**config.mk**
```make
export PLATFORM = sky130hd
export DESIGN_NAME = nmea_position_field_parser_core_flat
export DESIGN_NICKNAME = d
export VERILOG_FILES = /design/src/hw/rtl/npfp_pkg.sv /design/src/hw/rtl/npfp_if.sv /design/src/hw/rtl/npfp_parser.sv /design/src/hw/rtl/npfp_store.sv /design/src/hw/rtl/npfp_dump.sv /design/src/hw/rtl/nmea_position_field_parser_core.sv /design/src/flat_wrapper.sv
export SDC_FILE = /design/constraint.sdc
export NUM_CORES = 1
export LEC_CHECK = 0
export BUFFER_PORTS_ARGS = -buffer_cell sky130_fd_sc_hd__buf_2
export CAP_MARGIN = 20
export CORE_UTILIZATION = 65
export DETAILED_ROUTE_END_ITERATION = 10
export PLACE_DENSITY = 0.91
export SLEW_MARGIN = 20
export SYNTH_ARGS = -nofsm -noshare
export SYNTH_HDL_FRONTEND = slang
export SYNTH_SLANG_ARGS = --single-unit
```
**constraint.sdc**
```tcl
create_clock -name clk -period 5.81 [get_ports clk]
set_input_delay 0.2905 -clock clk [delete_from_list [all_inputs] [get_ports clk]]
set_output_delay 0.2905 -clock clk [all_outputs]
set_load 0.01 [all_outputs]
```
**src/hw/rtl/npfp_pkg.sv**
```systemverilog
`default_nettype none

package npfp_pkg;

	typedef enum logic [1:0] {
		OP_BYTE  = 2'd0,
		OP_START = 2'd1,
		OP_DUMP  = 2'd2,
		OP_SPARE = 2'd3
	} opcode_t;

	typedef enum logic [1:0] {
		PH_IDLE,
		PH_SKIP,
		PH_FIELDS
	} phase_t;

	typedef enum logic [1:0] {
		KIND_NONE,
		KIND_RMC,
		KIND_GGA,
		KIND_GLL
	} kind_t;

	typedef enum logic [2:0] {
		ROLE_NONE,
		ROLE_TIME,
		ROLE_STATUS,
		ROLE_LAT,
		ROLE_NS,
		ROLE_LON,
		ROLE_EW
	} role_t;

	typedef struct packed {
		logic wr_en;
		logic wr_lon;
		logic clr_time;
	} store_cmd_t;

	typedef struct packed {
		logic north;
		logic east;
		logic fix_ready;
	} flags_t;

	localparam logic [7:0] CH_A     = 8'h41;
	localparam logic [7:0] CH_N     = 8'h4E;
	localparam logic [7:0] CH_E     = 8'h45;
	localparam logic [7:0] CH_COMMA = 8'h2C;
	localparam logic [7:0] CH_DOT   = 8'h2E;
	localparam logic [7:0] CH_M     = 8'h4D;
	localparam logic [7:0] CH_G     = 8'h47;
	localparam logic [7:0] CH_L     = 8'h4C;
	localparam logic [7:0] CH_ZERO  = 8'h30;
	localparam logic [7:0] CH_NINE  = 8'h39;
	localparam logic [7:0] CH_NUL   = 8'h00;

	localparam int SKIP_BYTES     = 3;
	localparam int TIME_LEAD      = 4;
	localparam int FIELD_COUNT    = 7;
	localparam int LEN_MAX        = 15;
	localparam int DUMP_PER_STORE = 16;
	localparam int DUMP_TOTAL     = 2 * DUMP_PER_STORE;
	localparam int CLR_LAT_LO     = 2;
	localparam int CLR_HI         = 10;

	function automatic role_t field_role(kind_t kind, logic [2:0] field);
		role_t r;
		r = ROLE_NONE;
		case (kind)
			KIND_RMC: begin
				case (field)
					3'd1: r = ROLE_TIME;
					3'd2: r = ROLE_STATUS;
					3'd3: r = ROLE_LAT;
					3'd4: r = ROLE_NS;
					3'd5: r = ROLE_LON;
					3'd6: r = ROLE_EW;
					default: r = ROLE_NONE;
				endcase
			end
			KIND_GGA: begin
				case (field)
					3'd1: r = ROLE_TIME;
					3'd2: r = ROLE_LAT;
					3'd3: r = ROLE_NS;
					3'd4: r = ROLE_LON;
					3'd5: r = ROLE_EW;
					default: r = ROLE_NONE;
				endcase
			end
			KIND_GLL: begin
				case (field)
					3'd1: r = ROLE_LAT;
					3'd2: r = ROLE_NS;
					3'd3: r = ROLE_LON;
					3'd4: r = ROLE_EW;
					default: r = ROLE_NONE;
				endcase
			end
			default: r = ROLE_NONE;
		endcase
		return r;
	endfunction

	function automatic logic [3:0] to_digit(logic [7:0] c);
		logic [3:0] d;
		d = 4'd0;
		if (c >= CH_ZERO && c <= CH_NINE) begin
			d = 4'(c - CH_ZERO);
		end
		return d;
	endfunction

endpackage

`default_nettype wire

```
**src/hw/rtl/npfp_if.sv**
```systemverilog
`default_nettype none

interface npfp_in_if;
	logic       valid;
	logic       ready;
	logic [1:0] opcode;
	logic [7:0] data_byte;

	modport source (output valid, output opcode, output data_byte, input ready);
	modport sink (input valid, input opcode, input data_byte, output ready);
endinterface

interface npfp_out_if;
	logic       valid;
	logic       ready;
	logic [3:0] digit;
	logic [4:0] slot_index;
	logic       last;
	logic       north;
	logic       east;
	logic       fix_ready;

	modport source (
		output valid, output digit, output slot_index, output last,
		output north, output east, output fix_ready, input ready
	);
	modport sink (
		input valid, input digit, input slot_index, input last,
		input north, input east, input fix_ready, output ready
	);
endinterface

`default_nettype wire

```
**src/hw/rtl/npfp_parser.sv**
```systemverilog
`default_nettype none

module npfp_parser #(
	parameter int DIGIT_SLOTS = 16
) (
	input  wire logic                         clk,
	input  wire logic                         arst_n,
	npfp_in_if.sink                           sentence,
	input  wire logic                         dump_busy,
	output logic                              dump_start,
	output npfp_pkg::store_cmd_t              cmd,
	output logic [$clog2(DIGIT_SLOTS)-1:0]    wr_slot,
	output logic [3:0]                        wr_digit,
	output npfp_pkg::flags_t                  flags
);

	localparam int SLOT_W = $clog2(DIGIT_SLOTS);
	localparam int WS_W   = $clog2(DIGIT_SLOTS + 1);

	logic                 valid_s1;
	npfp_pkg::opcode_t    opcode_s1;
	logic [7:0]           byte_s1;

	npfp_pkg::phase_t     phase_q, phase_d;
	logic [1:0]           skip_q, skip_d;
	npfp_pkg::kind_t      kind_q, kind_d;
	logic [2:0]           field_q, field_d;
	logic [3:0]           len_q, len_d;
	logic [7:0]           first_q, first_d;
	logic [WS_W-1:0]      ws_q, ws_d;
	logic                 north_q, north_d;
	logic                 east_q, east_d;
	logic                 ready_q, ready_d;

	logic                 is_byte, is_start;
	logic                 field_end, skip_done, status_stop, last_field, want_store;
	npfp_pkg::role_t      role;
	npfp_pkg::kind_t      kind_dec;

	assign sentence.ready = !dump_busy && !(valid_s1 && opcode_s1 == npfp_pkg::OP_DUMP);

	always_ff @(posedge clk or negedge arst_n) begin
		if (!arst_n) begin
			valid_s1 <= 1'b0;
		end else begin
			valid_s1 <= sentence.valid && sentence.ready;
		end
	end

	always_ff @(posedge clk) begin
		if (sentence.valid && sentence.ready) begin
			opcode_s1 <= npfp_pkg::opcode_t'(sentence.opcode);
			byte_s1   <= sentence.data_byte;
		end
	end

	assign is_byte    = valid_s1 && opcode_s1 == npfp_pkg::OP_BYTE;
	assign is_start   = valid_s1 && opcode_s1 == npfp_pkg::OP_START;
	assign dump_start = valid_s1 && opcode_s1 == npfp_pkg::OP_DUMP;

	assign role        = npfp_pkg::field_role(kind_q, field_q);
	assign field_end   = byte_s1 == npfp_pkg::CH_COMMA || byte_s1 == npfp_pkg::CH_NUL;
	assign skip_done   = skip_q == 2'(npfp_pkg::SKIP_BYTES);
	assign status_stop = len_q != 4'd0 && role == npfp_pkg::ROLE_STATUS
		&& first_q != npfp_pkg::CH_A;
	assign last_field  = field_q == 3'(npfp_pkg::FIELD_COUNT - 1);

	always_comb begin
		kind_d = npfp_pkg::KIND_NONE;
		unique case (byte_s1)
			npfp_pkg::CH_M: kind_d = npfp_pkg::KIND_RMC;
			npfp_pkg::CH_G: kind_d = npfp_pkg::KIND_GGA;
			npfp_pkg::CH_L: kind_d = npfp_pkg::KIND_GLL;
			default:        kind_d = npfp_pkg::KIND_NONE;
		endcase
		kind_dec = kind_d;
		if (is_start) begin
			kind_d = npfp_pkg::KIND_NONE;
		end else if (!(is_byte && phase_q == npfp_pkg::PH_SKIP && skip_done)) begin
			kind_d = kind_q;
		end
	end

	// store a lat/lon/time character: '.' dropped, writes past the end dropped
	assign want_store = is_byte && phase_q == npfp_pkg::PH_FIELDS && !field_end
		&& (role == npfp_pkg::ROLE_LAT || role == npfp_pkg::ROLE_LON
		|| (role == npfp_pkg::ROLE_TIME && len_q >= 4'(npfp_pkg::TIME_LEAD)))
		&& byte_s1 != npfp_pkg::CH_DOT
		&& ws_q < WS_W'(DIGIT_SLOTS);

	always_comb begin
		phase_d = phase_q;
		if (is_start) begin
			phase_d = npfp_pkg::PH_SKIP;
		end else if (is_byte) begin
			unique case (phase_q)
				npfp_pkg::PH_SKIP: begin
					if (skip_done) begin
						phase_d = (kind_dec == npfp_pkg::KIND_NONE) ?
							npfp_pkg::PH_IDLE : npfp_pkg::PH_FIELDS;
					end
				end
				npfp_pkg::PH_FIELDS: begin
					if (field_end && (status_stop || last_field)) begin
						phase_d = npfp_pkg::PH_IDLE;
					end
				end
				npfp_pkg::PH_IDLE: phase_d = npfp_pkg::PH_IDLE;
				default:           phase_d = npfp_pkg::PH_IDLE;
			endcase
		end
	end

	always_comb begin
		skip_d  = skip_q;
		field_d = field_q;
		len_d   = len_q;
		first_d = first_q;
		ws_d    = ws_q;
		north_d = north_q;
		east_d  = east_q;
		ready_d = ready_q;

		cmd.wr_en    = want_store;
		cmd.wr_lon   = role == npfp_pkg::ROLE_LON;
		cmd.clr_time = is_byte && phase_q == npfp_pkg::PH_FIELDS && field_end
			&& len_q != 4'd0 && role == npfp_pkg::ROLE_TIME;
		wr_slot      = ws_q[SLOT_W-1:0];
		wr_digit     = npfp_pkg::to_digit(byte_s1);

		if (is_start) begin
			skip_d  = 2'd0;
			field_d = 3'd0;
			len_d   = 4'd0;
			first_d = 8'd0;
			ws_d    = '0;
		end else if (is_byte && phase_q == npfp_pkg::PH_SKIP) begin
			if (!skip_done) begin
				skip_d = skip_q + 2'd1;
			end else begin
				field_d = 3'd0;
				len_d   = 4'd0;
				first_d = 8'd0;
				ws_d    = '0;
			end
		end else if (is_byte && phase_q == npfp_pkg::PH_FIELDS) begin
			if (field_end) begin
				if (len_q != 4'd0 && role == npfp_pkg::ROLE_NS) begin
					north_d = first_q == npfp_pkg::CH_N;
				end
				if (len_q != 4'd0 && role == npfp_pkg::ROLE_EW) begin
					east_d = first_q == npfp_pkg::CH_E;
				end
				if (status_stop) begin
					ready_d = 1'b1;
				end else begin
					field_d = field_q + 3'd1;
					len_d   = 4'd0;
					first_d = 8'd0;
					ws_d    = '0;
					if (last_field) begin
						ready_d = 1'b1;
					end
				end
			end else begin
				if (len_q == 4'd0) begin
					first_d = byte_s1;
				end
				if (want_store) begin
					ws_d = ws_q + WS_W'(1);
				end
				if (len_q != 4'(npfp_pkg::LEN_MAX)) begin
					len_d = len_q + 4'd1;
				end
			end
		end
	end

	always_ff @(posedge clk or negedge arst_n) begin
		if (!arst_n) begin
			phase_q <= npfp_pkg::PH_IDLE;
			skip_q  <= 2'd0;
			kind_q  <= npfp_pkg::KIND_NONE;
			field_q <= 3'd0;
			len_q   <= 4'd0;
			first_q <= 8'd0;
			ws_q    <= '0;
			north_q <= 1'b0;
			east_q  <= 1'b0;
			ready_q <= 1'b0;
		end else begin
			phase_q <= phase_d;
			skip_q  <= skip_d;
			kind_q  <= kind_d;
			field_q <= field_d;
			len_q   <= len_d;
			first_q <= first_d;
			ws_q    <= ws_d;
			north_q <= north_d;
			east_q  <= east_d;
			ready_q <= ready_d;
		end
	end

	assign flags.north     = north_q;
	assign flags.east      = east_q;
	assign flags.fix_ready = ready_q;

endmodule

`default_nettype wire

```
**src/hw/rtl/npfp_store.sv**
```systemverilog
`default_nettype none

module npfp_store #(
	parameter int DIGIT_SLOTS = 16
) (
	input  wire logic                          clk,
	input  wire logic                          arst_n,
	input  wire npfp_pkg::store_cmd_t          cmd,
	input  wire logic [$clog2(DIGIT_SLOTS)-1:0] wr_slot,
	input  wire logic [3:0]                    wr_digit,
	input  wire logic                          rd_lon,
	input  wire logic [$clog2(DIGIT_SLOTS)-1:0] rd_slot,
	output logic [3:0]                         rd_digit
);

	logic [3:0] lat_q [DIGIT_SLOTS];
	logic [3:0] lon_q [DIGIT_SLOTS];

	always_ff @(posedge clk or negedge arst_n) begin
		if (!arst_n) begin
			for (int k = 0; k < DIGIT_SLOTS; k++) begin
				lat_q[k] <= 4'd0;
				lon_q[k] <= 4'd0;
			end
		end else begin
			// a finished non-empty time field wipes lat slots 2..10 and lon slots 0..10
			if (cmd.clr_time) begin
				for (int k = 0; k < DIGIT_SLOTS; k++) begin
					if (k >= npfp_pkg::CLR_LAT_LO && k <= npfp_pkg::CLR_HI) begin
						lat_q[k] <= 4'd0;
					end
					if (k <= npfp_pkg::CLR_HI) begin
						lon_q[k] <= 4'd0;
					end
				end
			end
			if (cmd.wr_en) begin
				if (cmd.wr_lon) begin
					lon_q[wr_slot] <= wr_digit;
				end else begin
					lat_q[wr_slot] <= wr_digit;
				end
			end
		end
	end

	assign rd_digit = rd_lon ? lon_q[rd_slot] : lat_q[rd_slot];

endmodule

`default_nettype wire

```
**src/hw/rtl/npfp_dump.sv**
```systemverilog
`default_nettype none

module npfp_dump #(
	parameter int DIGIT_SLOTS = 16
) (
	input  wire logic                          clk,
	input  wire logic                          arst_n,
	input  wire logic                          start,
	input  wire npfp_pkg::flags_t              flags,
	output logic                               busy,
	output logic                               rd_lon,
	output logic [$clog2(DIGIT_SLOTS)-1:0]     rd_slot,
	input  wire logic [3:0]                    rd_digit,
	npfp_out_if.source                         result
);

	localparam int SLOT_W = $clog2(DIGIT_SLOTS);

	logic       busy_q;
	logic [4:0] cnt_q;
	logic       out_valid_q;
	logic [3:0] digit_q;
	logic [4:0] slot_q;
	logic       last_q;
	logic       north_q, east_q, fix_q;

	logic [3:0] s;
	logic       in_range, last_item, load;

	assign s         = cnt_q[3:0];
	assign in_range  = int'(s) < DIGIT_SLOTS;
	assign last_item = cnt_q == 5'(npfp_pkg::DUMP_TOTAL - 1);
	assign load      = busy_q && (!out_valid_q || result.ready);

	assign rd_lon  = cnt_q[4];
	assign rd_slot = SLOT_W'(s);
	assign busy    = busy_q;

	always_ff @(posedge clk or negedge arst_n) begin
		if (!arst_n) begin
			busy_q      <= 1'b0;
			cnt_q       <= 5'd0;
			out_valid_q <= 1'b0;
		end else begin
			if (start) begin
				busy_q <= 1'b1;
				cnt_q  <= 5'd0;
			end else if (load) begin
				cnt_q <= cnt_q + 5'd1;
				if (last_item) begin
					busy_q <= 1'b0;
				end
			end
			if (load) begin
				out_valid_q <= 1'b1;
			end else if (result.ready) begin
				out_valid_q <= 1'b0;
			end
		end
	end

	always_ff @(posedge clk) begin
		if (load) begin
			digit_q <= in_range ? rd_digit : 4'd0;
			slot_q  <= cnt_q;
			last_q  <= last_item;
			north_q <= flags.north;
			east_q  <= flags.east;
			fix_q   <= flags.fix_ready;
		end
	end

	assign result.valid      = out_valid_q;
	assign result.digit      = digit_q;
	assign result.slot_index = slot_q;
	assign result.last       = last_q;
	assign result.north      = north_q;
	assign result.east       = east_q;
	assign result.fix_ready  = fix_q;

endmodule

`default_nettype wire

```
**src/hw/rtl/nmea_position_field_parser_core.sv**
```systemverilog
// Position field parser for NMEA sentences. Each word on the sentence channel is a sentence
// byte, a start mark or a dump command; bytes and starts are taken one per cycle, back to
// back, and act on the parser in the cycle after acceptance via a single input register.
// A dump streams 32 words (latitude slots 0..15, then longitude slots 0..15, last on the
// final one) through a one-word output register, one per cycle while the sink takes them;
// the sentence channel is held off from the cycle after the dump is taken until its last
// digit is loaded into the output register.
`default_nettype none

module nmea_position_field_parser_core #(
	parameter int DIGIT_SLOTS = 16
) (
	input  wire logic  clk,
	input  wire logic  arst_n,
	npfp_in_if.sink    sentence,
	npfp_out_if.source result
);

	localparam int SLOT_W = $clog2(DIGIT_SLOTS);

	npfp_pkg::store_cmd_t cmd;
	npfp_pkg::flags_t     flags;
	logic [SLOT_W-1:0]    wr_slot, rd_slot;
	logic [3:0]           wr_digit, rd_digit;
	logic                 rd_lon;
	logic                 dump_start, dump_busy;

	npfp_parser #(.DIGIT_SLOTS(DIGIT_SLOTS)) u_parser (
		.clk        (clk),
		.arst_n     (arst_n),
		.sentence   (sentence),
		.dump_busy  (dump_busy),
		.dump_start (dump_start),
		.cmd        (cmd),
		.wr_slot    (wr_slot),
		.wr_digit   (wr_digit),
		.flags      (flags)
	);

	npfp_store #(.DIGIT_SLOTS(DIGIT_SLOTS)) u_store (
		.clk      (clk),
		.arst_n   (arst_n),
		.cmd      (cmd),
		.wr_slot  (wr_slot),
		.wr_digit (wr_digit),
		.rd_lon   (rd_lon),
		.rd_slot  (rd_slot),
		.rd_digit (rd_digit)
	);

	npfp_dump #(.DIGIT_SLOTS(DIGIT_SLOTS)) u_dump (
		.clk      (clk),
		.arst_n   (arst_n),
		.start    (dump_start),
		.flags    (flags),
		.busy     (dump_busy),
		.rd_lon   (rd_lon),
		.rd_slot  (rd_slot),
		.rd_digit (rd_digit),
		.result   (result)
	);

endmodule

`default_nettype wire

```
**src/flat_wrapper.sv**
```systemverilog
// flat-port wrapper written by rule: the top's interface ports become plain ports
module nmea_position_field_parser_core_flat 
#(
	parameter int DIGIT_SLOTS = 16
)
  (clk, arst_n, sentence_valid, sentence_opcode, sentence_data_byte, sentence_ready, result_valid, result_digit, result_slot_index, result_last, result_north, result_east, result_fix_ready, result_ready);
  npfp_in_if sentence_i ();
  npfp_out_if result_i ();
  input  wire logic clk;
  input  wire logic arst_n;
  input wire logic [$bits(sentence_i.valid)-1:0] sentence_valid;
  input wire logic [$bits(sentence_i.opcode)-1:0] sentence_opcode;
  input wire logic [$bits(sentence_i.data_byte)-1:0] sentence_data_byte;
  output wire logic [$bits(sentence_i.ready)-1:0] sentence_ready;
  output wire logic [$bits(result_i.valid)-1:0] result_valid;
  output wire logic [$bits(result_i.digit)-1:0] result_digit;
  output wire logic [$bits(result_i.slot_index)-1:0] result_slot_index;
  output wire logic [$bits(result_i.last)-1:0] result_last;
  output wire logic [$bits(result_i.north)-1:0] result_north;
  output wire logic [$bits(result_i.east)-1:0] result_east;
  output wire logic [$bits(result_i.fix_ready)-1:0] result_fix_ready;
  input wire logic [$bits(result_i.ready)-1:0] result_ready;
  assign sentence_i.valid = sentence_valid;
  assign sentence_i.opcode = sentence_opcode;
  assign sentence_i.data_byte = sentence_data_byte;
  assign sentence_ready = sentence_i.ready;
  assign result_valid = result_i.valid;
  assign result_digit = result_i.digit;
  assign result_slot_index = result_i.slot_index;
  assign result_last = result_i.last;
  assign result_north = result_i.north;
  assign result_east = result_i.east;
  assign result_fix_ready = result_i.fix_ready;
  assign result_i.ready = result_ready;
  nmea_position_field_parser_core #(.DIGIT_SLOTS(DIGIT_SLOTS)) u_core (.clk(clk), .arst_n(arst_n), .sentence(sentence_i), .result(result_i));
endmodule
```
# After elaboration in Yosys (flattened, before gate mapping)
# Index checks and enable logic that the tools add are counted.
[op_classes]
n_addsub = 6
n_lt_le_gt_ge = 7
eq_ne = 36
n_mux = 70
bitwise_logic = 5
n_reduce_logical = 62
[op_table]
columns = ["operator", "n"]
rows = [
  ["bitwise mux 64 bit", 2],
  ["two-way mux 64 bit", 2],
  ["two-way mux 56 bit", 2],
  ["two-way mux 4 bit", 14],
  ["two-way mux 8 bit", 7],
  ["two-way mux 5 bit", 9],
  ["two-way mux 44 bit", 1],
  ["== test 8 x 7 -> 1 bit, second input constant", 5],
  ["two-way mux 36 bit", 1],
  ["binary-select mux 4 bit (select 4 bit)", 2],
  ["logical AND 1 bit", 24],
  ["two-way mux 2 bit", 10],
  ["== test 3 bit, second input constant", 6],
  ["two-way mux 3 bit", 6],
  ["case mux 3 bit (6 select lines)", 1],
  ["demux 4 bit (select 4 bit)", 1],
  ["AND reduction 4 bit", 4],
  ["nonzero test 4 bit", 4],
  ["case mux 3 bit (5 select lines)", 1],
  ["AND reduction 5 bit", 3],
  ["nonzero test 2 bit", 7],
  ["== test 3 x 2 -> 1 bit, second input constant", 4],
  ["case mux 3 bit (4 select lines)", 1],
  ["adder 5 x 1 -> 5 bit, second input constant", 2],
  ["other kinds (36)", 67],
]
[word_totals]
regBits = 188
input_bits = 14
out_inout_bits = 15
elab_cells = 240

# Longest topological paths before layout
[depth]
word_depth = 14
depth_mapped = 11
mapped_depth_nobuf = 8

# By module
# A second synthesis with hierarchy kept.
[unflattened]
hier_cells = 764
hier_area_um2 = 9703.1
[modules_own_cells]
columns = ["module", "n_inst", "cells_per_inst", "area_each_um2", "seq_area_each_um2"]
rows = [
  ["npfp_store", 1, 458, 6481.2, 3203.1],
  ["npfp_parser", 1, 258, 2472.4, 1051.0],
  ["npfp_dump", 1, 48, 749.5, 565.5],
]

# Worst setup path before layout
# Ideal clock, no wire load.
[synth_timing]
path_type = "register to register"
start = "reg u_core.u_dump.cnt_q[0]"
end = "reg u_core.u_dump.digit_q[3], in the netlist u_core.u_dump.result.digit[3] (data pin)"
setup_time_ns = 0.260
arrival_time_ns = 2.223
required_ns = 5.550
path_slack_ns = 3.327
stages_incl_launch_ff = 6
path_buffers = 2
period_less_slack_ns = 2.483
cell_sequence = "dfrtp_1 -> clkbuf_1 -> buf_2 -> mux4_2 -> mux4_2 -> mux2_2"
[synth_via]
elab_chain_len = 5
word_cells_on_any_way = 8
classes_between = "mux: 7; bitwise: 1"
[synth_lines]
columns = ["item", "line_no", "rtl"]
rows = [
  ["start: declaration", "npfp_dump.sv:20", "logic [4:0] cnt_q;"],
  ["start signal: assignment", "npfp_dump.sv:49", "cnt_q <= cnt_q + 5'd1;"],
  ["inverter 4 -> 5 bit (not written as such) *", "npfp_store.sv:47", "assign rd_digit = rd_lon ? lon_q[rd_slot] : lat_q[rd_slot];"],
  ["binary-select mux 4 bit (select 4 bit)", "npfp_store.sv:47", ""],
  ["two-way mux 4 bit (not written as such) (2 in a row)", "npfp_store.sv:47", ""],
  ["two-way mux 4 bit *", "npfp_store.sv:47", ""],
  ["named net u_core.rd_digit[3]", "nmea_position_field_parser_core.sv:24", "logic [3:0] wr_digit, rd_digit;"],
  ["end signal: assignment", "npfp_dump.sv:64", "digit_q <= in_range ? rd_digit : 4'd0;"],
  ["end: declaration", "npfp_dump.sv:22", "logic [3:0] digit_q;"],
]
# Mark *: on every way through the listed nets, which the timed path passes. The rest lies on a longest branch. The select of a mux whose other input is x is not followed.
# A chain may end at the register's enable or synchronous reset.

# Worst setup path after layout
[layout_timing]
start = "reg u_core.u_parser.field_q[0]"
end = "reg u_core.u_store.lat_q[14] (netlist name)"
[layout_via]
elab_chain_len = 10
word_cells_on_any_way = 21
classes_between = "eq/ne: 9; mux: 4; bitwise: 1; reduce/logical: 7"
[layout_lines]
columns = ["item", "line_no", "rtl"]
rows = [
  ["start: declaration", "npfp_parser.sv:27", "logic [2:0] field_q, field_d;"],
  ["start signal: assignment", "npfp_parser.sv:195", "field_q <= field_d;"],
  ["== test 3 bit, or another cell as far along", "npfp_pkg.sv:73", "case (field)"],
  ["case mux 3 bit (6 select lines), or another cell as far along", "npfp_pkg.sv:73", ""],
  ["case mux 3 bit (3 select lines) *", "npfp_pkg.sv:71", "case (kind)"],
  ["== test 3 x 2 -> 1 bit, or another cell as far along", "npfp_parser.sv:86", "&& (role == npfp_pkg::ROLE_LAT || role == npfp_pkg::ROLE_LON"],
  ["logical OR 1 bit / logical AND 1 bit (equally long branches)", "npfp_parser.sv:86, npfp_parser.sv:87", ""],
  ["logical OR 1 bit", "npfp_parser.sv:87", "|| (role == npfp_pkg::ROLE_TIME && len_q >= 4'(npfp_pkg::TIME_LEAD)))"],
  ["logical AND 1 bit", "npfp_parser.sv:86", ""],
  ["logical AND 1 bit", "npfp_parser.sv:88", "&& byte_s1 != npfp_pkg::CH_DOT"],
  ["logical AND 1 bit", "npfp_parser.sv:89", "&& ws_q < WS_W'(DIGIT_SLOTS);"],
  ["AND reduction 2 bit (no line) *", "-", ""],
  ["end signal: indexed assignment", "npfp_store.sv:41", "lat_q[wr_slot] <= wr_digit;"],
  ["end: declaration", "npfp_store.sv:16", "logic [3:0] lat_q [DIGIT_SLOTS];"],
]
# Mark *: on every way between the ends. The rest lies on a longest branch, timed or not.

==> reports/results.txt <==
outcome - completed
Fin. Hold Viols - 0
synthesized instance count - 794
crit-path max cell delay - 0.75 ns
Remaining Overflow, GRT - 0
drt total wl - 22.2 mm
fin cells - 990
final setup TNS - 0 ns
dominant synthesized flop cell - dfrtp_1
r2r worst-path depth - 8
worst-path maximum fanout - 31
global-route wire length before repair - 36.3 mm
crit path time final - 3.46 ns
synthesized area per cell - 12.0 sq um
mapped cell area - 9500 sq um
CTS tree - built
crit path kind - flop to flop
initial antenna violation count - 0
CP Cell Sequence - inv_1 -> ha_1 -> a2111o_1 -> nor3b_1 -> or4_4 -> nand4_1 -> or2_2 -> o21ai_0
Area Overhead vs Synth - 9.11%
yosys warns - 0
fin crit share - 59.5%
initial DRC count - 907
FP Rows - 43
WP data arrival - 3.80 ns
Slew @ Worst Pin - 1.09 ns
Sink Count - 188
CP delay by family, top - simple AND/OR/NAND/NOR gates
post-route ant nets - 0
Setup-failing EPs final - 0
asr flop ratio synth - 87.8%
nets - 827
Post-synth EDFFs - 23
H-tree Lvls - 4
later-pin clock latency in the skew report - 0.44 ns
Residual DRC - 0
Leak Pwr - 4.82 nW
PortBufs - 28
power consumption - 0.00338 W
worst-path cell with the longest stage delay - nand4_1
unrepaired setup endpoints after global routing - no
n_diodes - 0
clk_skew - 0.0126 ns
final max-slew violation count - 0
deepest clock path buffer count - 2
CTS buffer count - 17
clock root cell - clkbuf_16
required time of the worst setup path - 6.15 ns
Inst Count DP - 957
Worst setup EP type - flop
Relative slew margins - 26.9%
worst slack at placement - 2.46 ns
vias in the first global route - 6,872
PD cells - 326 nW/um^2
Pre-Repair DR Iteration Count - 6
placer congestion estimate - 0.889
worst path bufs/invs - 1
Total GRT Usage - 32.6%
Yosys reg bits - 188
die height - 123 um
Die ar. - 15,100 sq um
pin count of the biggest net entering global routing - 98
worst hold path type - primary input to flop
IR drop worst, VDD - 0.237 mV
sequential share of the synthesized area - 50.7%
die width - 123 um
postcts setup bufs - 0
I/O pin cnt - 29
wire per inst - 22.4 um
Via density - 6.82
syn nets - 823
instance count on the critical path - 8
Yosys cell types - 66
WHS Path Cells - 1
vias - 6,751
crit start category - flop
Final WS setup - 2.35 ns
FMAX - 289 MHz
Worst-path clk slew - 0.07 ns
layout cell share with drive strength beyond 1 - 19.3%
core box area - 14,100 sq um
Detailed Place HPWL - 14.5 mm
initial core utilization - 67.4%
max_cap viols - 0
-- stage by stage --
step | area [sq um] | utilization [%] | hold slack [ns]
finish | 10400 | 73.6 | 0.0271
global route | 10400 | 73.6 | 0.0111
CTS | 10300 | 73.4 | 0.0166
detailed placement | 9690 | 68.8 | 0.443
global placement | 9690 | 68.8 | 0.419
floorplan | 9500 | - | -0.00509
-- per-layer routing --
metal  track usage (%)  share of wire [%]  vias up
met5                 0                  0        -
met4              16.1                3.1        0
met3              10.1                8.3       70
met2              51.3                 49      373
met1              41.1                 39     3420
li1                  -                  -     2888
-- logic make-up (layout without fill, tap and decap cells) --
kind of cell | Yosys count | after routing | share of synthesized area [%]
and+or+nand+nor | 252 | 252 | 14.7
DFF | 188 | 188 | 50.7
muxes | 152 | 152 | 21.6
AOI/OAI and AO/OA | 119 | 119 | 7.64
buffers and inverters | 64 | 80 | 2.98
adders and majority gates | 15 | 15 | 1.97
xor gates and xnor gates | 4 | 4 | 0.369
-- layout by cell type (no fill, tap or decap), drive strengths merged, types with 5 or more instances in the layout --
cell / n
a21oi: 5
and2: 10
and3: 5
buf: 36
bufinv: 5
clkbuf: 24
dfrtp: 165
edfxtp: 23
ha: 15
inv: 12
mux2: 26
mux2i: 86
mux4: 40
nand2: 116
nand2b: 8
nand3: 47
nand4: 6
nor2: 26
nor2b: 8
nor3: 5
o21ai: 78
-- path summary, 6_finish.rpt --
kind                                                             start                                  endpoint  slack [ns]
worst max-delay path            u_core.u_parser.field_q[0]$_DFFE_PN0P_      u_core.u_store.lat_q[14]$_DFFE_PN0P_        2.35
min in group asynchronous                                       arst_n    u_core.u_parser.first_q[6]$_DFFE_PN0P_        0.52
worst max register to register  u_core.u_parser.field_q[0]$_DFFE_PN0P_      u_core.u_store.lat_q[14]$_DFFE_PN0P_        2.35
max in group asynchronous                                       arst_n        u_core.u_store.lat_q[29]$_DFF_PN0_        3.89
worst min register to register     u_core.u_parser.ready_q$_DFFE_PN0P_  u_core.u_dump.result.fix_ready$_DFFE_PP_        0.45
worst min-delay path                                sentence_opcode[0]    u_core.u_parser.opcode_s1[0]$_DFFE_PP_        0.03
-- power by group --
part	leakage [nW]	internal, W	switching, W	total (W)
sequential	2.48	0.00145	0.000123	0.00157
combinational	2.03	0.000231	0.000302	0.000533
clock	0.314	0.000796	0.000481	0.00128
-- registers in the layout, summed over array words and instances (netlist names), 2 cells and up --
name	cells
u_core.u_parser.byte_s1	8
u_core.u_store.lat_q	64
u_core.u_parser.kind_q	2
u_core.u_dump.result.digit	4
u_core.u_parser.field_q	3
u_core.u_store.lon_q	64
u_core.u_parser.phase_q	2
u_core.u_parser.ws_q	5
u_core.u_parser.first_q	8
u_core.u_dump.result.slot_index	5
u_core.u_parser.opcode_s1	2
u_core.u_parser.len_q	4
u_core.u_parser.skip_q	2
u_core.u_dump.cnt_q	5
-- area by class of cell --
type / instances / area [sq um]
Multi-Input combinational cell: 542 / 4410
Sequential cell: 188 / 4820
Inverter: 12 / 45.0
Fill cell: 850 / 3730
Clock inverter: 7 / 164
Clock buffer: 24 / 482
Tap cell: 180 / 225
Timing Repair Buffer: 37 / 224
-- synth_stat cells (all sizes together), types with 3 or more instances --
cell type | instances | share of area [%]
a21o | 4 | 0.32
a21oi | 5 | 0.26
a22oi | 3 | 0.24
and2 | 10 | 0.66
and3 | 5 | 0.33
buf | 19 | 1.2
clkbuf | 33 | 1.3
dfrtp | 165 | 43
edfxtp | 23 | 7.3
ha | 15 | 2.0
inv | 12 | 0.47
mux2 | 26 | 3.1
mux2i | 86 | 9.1
mux4 | 40 | 9.5
nand2 | 116 | 4.6
nand2b | 8 | 0.53
nand3 | 47 | 4.6
nand4 | 6 | 0.39
nor2 | 26 | 1.0
nor2b | 8 | 0.53
nor3 | 5 | 0.26
nor3b | 4 | 0.37
o2111ai | 3 | 0.46
o211ai | 4 | 0.32
o21ai | 78 | 4.1
or2 | 4 | 0.26
or3 | 3 | 0.20
-- timing repair --
action,4_1_cts,5_1_grt
endpoints found under the setup margin,0,0
hold endpoints to repair,91,0
hold buffers,1,0
gates resized for setup,0,0
(Power assumes the default switching activity.)
